<file path="src/hw/rtl/rfs_pkg.sv">
package rfs_pkg;

   typedef struct packed {
      logic [15:0] sample;
      logic        last_in_frame;
   } rfs_req_type;

   typedef struct packed {
      logic [63:0] metric_value;
      logic [24:0] pixel_count;
      logic [15:0] min_sample;
      logic [15:0] max_sample;
      logic        empty_region;
      logic        zero_mean;
   } rfs_rsp_type;

   // register indexes
   localparam logic [2:0] REG_ROI_X      = 3'd0;
   localparam logic [2:0] REG_ROI_Y      = 3'd1;
   localparam logic [2:0] REG_ROI_WIDTH  = 3'd2;
   localparam logic [2:0] REG_ROI_HEIGHT = 3'd3;
   localparam logic [2:0] REG_LINE_WIDTH = 3'd4;
   localparam logic [2:0] REG_METRIC     = 3'd5;

   // metric codes
   localparam logic [1:0] METRIC_SUM  = 2'd0;
   localparam logic [1:0] METRIC_MEAN = 2'd1;
   localparam logic [1:0] METRIC_STD  = 2'd2;
   localparam logic [1:0] METRIC_CV   = 2'd3;

   localparam int unsigned COUNT_CAP = 32'd16777216;

   // controller to datapath commands
   typedef struct packed {
      logic accumulate;   // accept a sample
      logic snapshot;     // latch frame totals, clear accumulators
      logic mul_start;    // start variance products
      logic sqrt_start;   // start root
      logic div_start;    // start divide
      logic div_by_sum;   // divisor is sum instead of count
      logic div_mean;     // dividend is sum << 16
      logic load_result;  // write output register
   } rfs_cmd_type;

   typedef struct packed {
      logic mul_done;
      logic sqrt_done;
      logic div_done;
      logic frame_empty;  // latched frame has no sample in the region
      logic frame_zmean;  // latched frame has a zero sum
   } rfs_sts_type;

endpackage

</file>
<file path="src/hw/rtl/rfs_ctrl.sv">
module rfs_ctrl (
   input  logic                 clock,
   input  logic                 reset,
   input  logic                 req_valid,
   output logic                 req_ready,
   input  logic                 req_last,
   output logic                 rsp_valid,
   input  logic                 rsp_ready,
   input  logic [1:0]           cfg_metric,
   output rfs_pkg::rfs_cmd_type cmd,
   input  rfs_pkg::rfs_sts_type sts
);
   import rfs_pkg::*;

   typedef enum logic [2:0] {
      ST_ACC, ST_DECIDE, ST_MUL, ST_SQRT, ST_DIV, ST_LOAD, ST_OUT
   } state_type;

   state_type state_ff;
   logic      acc_go;

   always_comb begin
      req_ready  = (state_ff == ST_ACC);
      rsp_valid  = (state_ff == ST_OUT);
      acc_go     = req_valid && req_ready;
      cmd            = '0;
      cmd.accumulate = acc_go;
      cmd.snapshot   = acc_go && req_last;
      cmd.div_by_sum = (cfg_metric == METRIC_CV);
      cmd.div_mean   = (cfg_metric == METRIC_MEAN);
      cmd.load_result = (state_ff == ST_LOAD);
      if (state_ff == ST_DECIDE) begin
         if (!(sts.frame_empty || cfg_metric == METRIC_SUM ||
               (cfg_metric == METRIC_CV && sts.frame_zmean))) begin
            cmd.mul_start = (cfg_metric != METRIC_MEAN);
            cmd.div_start = (cfg_metric == METRIC_MEAN);
         end
      end
      if (state_ff == ST_MUL && sts.mul_done) cmd.sqrt_start = 1'b1;
      if (state_ff == ST_SQRT && sts.sqrt_done) cmd.div_start = 1'b1;
   end

   // sequencer
   always_ff @(posedge clock) begin
      if (reset) begin
         state_ff <= ST_ACC;
      end else begin
         unique case (state_ff)
            ST_ACC:    if (acc_go && req_last) state_ff <= ST_DECIDE;
            ST_DECIDE: begin
               if (sts.frame_empty || cfg_metric == METRIC_SUM ||
                   (cfg_metric == METRIC_CV && sts.frame_zmean))
                  state_ff <= ST_LOAD;
               else if (cfg_metric == METRIC_MEAN) state_ff <= ST_DIV;
               else state_ff <= ST_MUL;
            end
            ST_MUL:  if (sts.mul_done) state_ff <= ST_SQRT;
            ST_SQRT: if (sts.sqrt_done) state_ff <= ST_DIV;
            ST_DIV:  if (sts.div_done) state_ff <= ST_LOAD;
            ST_LOAD: state_ff <= ST_OUT;
            ST_OUT:  if (rsp_ready) state_ff <= ST_ACC;
            default: state_ff <= ST_ACC;
         endcase
      end
   end
endmodule

</file>
<file path="config.mk">
export PLATFORM = sky130hd
export DESIGN_NAME = rfs_ctrl
export DESIGN_NICKNAME = d
export VERILOG_FILES = /design/src/hw/rtl/rfs_pkg.sv /design/src/hw/rtl/rfs_ctrl.sv
export SDC_FILE = /design/constraint.sdc
export NUM_CORES = 1
export LEC_CHECK = 0
export ABC_AREA = 1
export CORE_MARGIN = 2
export CORE_UTILIZATION = 28
export DETAILED_ROUTE_END_ITERATION = 16
export DONT_BUFFER_PORTS = 1
export PLACE_DENSITY = 0.39
export SLEW_MARGIN = 0
export SYNTH_ARGS = -nofsm -noshare
export SYNTH_HDL_FRONTEND = slang
export SYNTH_SLANG_ARGS = --single-unit
</file>
<file path="constraint.sdc">
create_clock -name clock -period 2.4 [get_ports clock]
set_input_delay 0.36 -clock clock [delete_from_list [all_inputs] [get_ports clock]]
set_output_delay 0.36 -clock clock [all_outputs]
set_load 0.02 [all_outputs]
</file>
==> flow_metrics.env <==
export IMPL_syn_num_nets=91
export IMPL_rsz0062_at_grt="false"
export IMPL_grt_pass1_vias=388
export IMPL_yosysWarnings=0
export IMPL_switching_share=0.478
export IMPL_antenna_found_initial=0
export IMPL_end_kind="output pin"
export IMPL_power_leakage_nw=0.249
export IMPL_ctsHoldBuffers=0
export IMPL_slowest_delay_ps=490
export IMPL_clock_skew_ps=1.53
export IMPL_post_dp_cell_area_um2=415
export IMPL_worstPathCellList="inv_4 -> nand2_2 -> nor2_2 -> inv_1 -> nor3_1"
export IMPL_yosysSeqAreaShare=0.141
export IMPL_fin_nets=93
export IMPL_synth_top_cells_by_area="dfxtp_1 (14%), inv_1 (14%), nor2_1 (14%)"
export IMPL_antenna_cells=0
export IMPL_gp_congestion=0.765
export IMPL_largest_register_ffs=3
export IMPL_wl_um=941
export IMPL_status="finished clean"
export IMPL_path_buf_inv=2
export IMPL_track_usage=0.112
export IMPL_worstSetupStartpointType="flip-flop"
export IMPL_fin_crit_sh=0.846
export IMPL_timing_worst_setup_path_type="reg2out"
export IMPL_drive_above_1_share=0.188
export IMPL_htreeDepth=1
export IMPL_synth_top_area_cell="dfxtp_1"
export IMPL_drt_initial_drc_count=10
export IMPL_cts_buffer_depth=2
export IMPL_hp_class="in2reg"
export IMPL_fin_setup_tns_ps=0
export IMPL_synth_distinct_cells=20
export IMPL_root_buffer="clkbuf_4"
export IMPL_remaining_drc_errors=0
export IMPL_overflow=0
export IMPL_chipWidth_um=43.0
export IMPL_clkPwrFrac=0.277
export IMPL_synthesis_area_um2=425
export IMPL_area_delta_synth_final_pct=3.82
export IMPL_p_total_mw=0.318
export IMPL_fmax_mhz=493
export IMPL_finalHoldViolations=0
export IMPL_ys_ff_latch=3
export IMPL_cp_slowest_cell="nor3_1"
export IMPL_internal_power_mw=0.166
export IMPL_clk_pin_slew_ps=40
export IMPL_drv_cap=0
export IMPL_io_pins=22
export IMPL_worstPathMaxFanout=9
export IMPL_post_place_ws_ps=599
export IMPL_critPathRequiredTime_ps=2040
export IMPL_syn_inst=79
export IMPL_cts_sinks=3
export IMPL_die_area_mm2=0.00185
export IMPL_largest_register="state_ff"
export IMPL_critical_path_top_delay_family="simple AND/OR/NAND/NOR gates"
export IMPL_combPwrFrac=0.478
export IMPL_num_vias=435
export IMPL_tightest_slew_ps=635
export IMPL_cts_tree="built"
export IMPL_reg_largest_list="state_ff x3"
export IMPL_ys_flop_type="dfxtp_1"
export IMPL_core_mm2=0.00147
export IMPL_dr_pass1_iters=4
export IMPL_powerDensity_mw_per_mm2=719
export IMPL_grt_pass1_wl_um=1530
export IMPL_p_sw_mw=0.152
export IMPL_portBuffers=0
export IMPL_syn_avg_cell_area_um2=5.38
export IMPL_seqPwrFrac=0.245
export IMPL_crit_arrival_ps=1670
export IMPL_cts_resized=0
export IMPL_min_period_ps=2030
export IMPL_viasPerCell=4.53
export IMPL_async_flop_share=0
export IMPL_start_util=0.289
export IMPL_drv_slew=0
export IMPL_stdcell_area_um2=442
export IMPL_instances_no_fill=96
export IMPL_numCtsBuffers=3
export IMPL_cts_setup_buffers=0
export IMPL_worst_slack_ps=370
export IMPL_timing_slew_headroom=0.572
export IMPL_rows=14
export IMPL_ys_top_cells_by_count="inv_1 (16), nor2_1 (16), nand2_1 (14), nand3_1 (4), o21ai_0 (4)"
export IMPL_grt_max_degree=11
export IMPL_wl_per_cell_um=9.80
export IMPL_ant_nets=0
export IMPL_place_inst=92
export IMPL_fp_dieH_um=43.0
export IMPL_synth_edf_count=0
export IMPL_synth_top_area_frac=0.141
export IMPL_clkLatencyLatePin_ps=230
export IMPL_dpl_hpwl_um=779
export IMPL_vdd_drop_max_v=0.000271
export IMPL_setup_violations_final=0
layout make-up:
cell class	instances	area, um2
fill	178	1030
multi-input combinational	54	260
inverter	19	75.1
sequential	3	60.1
clock buffer	4	26.3
tap	16	20.0
worst reg2reg max path: stages (launching register included):
cell	delay (ps)
dfxtp_1	410
inv_4	120
nand2_2	70
nor2_2	260
o21ai_2	140
a31oi_1	210
nor2_1	60
routing by layer:
| layer | wire [um] | up-vias | GRT usage |
|---|---|---|---|
| met5 | 0 | - | 0 |
| met4 | 0 | 0 | 0.0727 |
| met3 | 39 | 0 | 0.0298 |
| met2 | 436 | 11 | 0.170 |
| met1 | 465 | 181 | 0.138 |
| li1 | - | 243 | - |
power groups by stage:
stage / clock network [mW] / logic [mW] / registers [mW]
2_1_floorplan: 0 / 0.157 / 0.0666
3_3_place_gp: 0 / 0.155 / 0.0781
3_5_place_dp: 0 / 0.152 / 0.0786
4_1_cts: 0.0923 / 0.153 / 0.0778
5_1_grt: 0.0967 / 0.171 / 0.0804
6_report: 0.0880 / 0.152 / 0.0778
final timing paths:
check	start	slack, ps	to	depth (start not counted)
max	state_ff[1]	370	cmd[6]	5
min reg2reg	state_ff[1]	620	state_ff[1]	2
min	reset	190	state_ff[1]	1
max reg2reg	state_ff[1]	1020	state_ff[2]	6
layout by cell type, fill, tap and decap left out, drive strengths merged:
cell type | Yosys | routed
nor3 | 3 | 3
a21oi | 1 | 1
o21ai | 6 | 6
nor2 | 18 | 18
nand2 | 17 | 17
a31oi | 1 | 1
clkinv | 1 | 1
nand3 | 6 | 6
nand4 | 2 | 2
inv | 18 | 18
clkbuf | 0 | 4
dfxtp | 3 | 3
stage by stage:
step,hold WS [ps],utilization
finish,187,0.300
global route,178,0.300
CTS,177,0.300
detailed placement,426,0.282
global placement,424,0.282
floorplan,422,-
logic make-up after synthesis:
| group | count (synthesis) | synth area share |
|---|---|---|
| AO/OA/AOI/OAI | 8 | 0.115 |
| buffers and inverters | 22 | 0.247 |
| flip-flops | 3 | 0.141 |
| AND/OR/NAND/NOR | 46 | 0.497 |
Power figures use the tool's default switching activity.
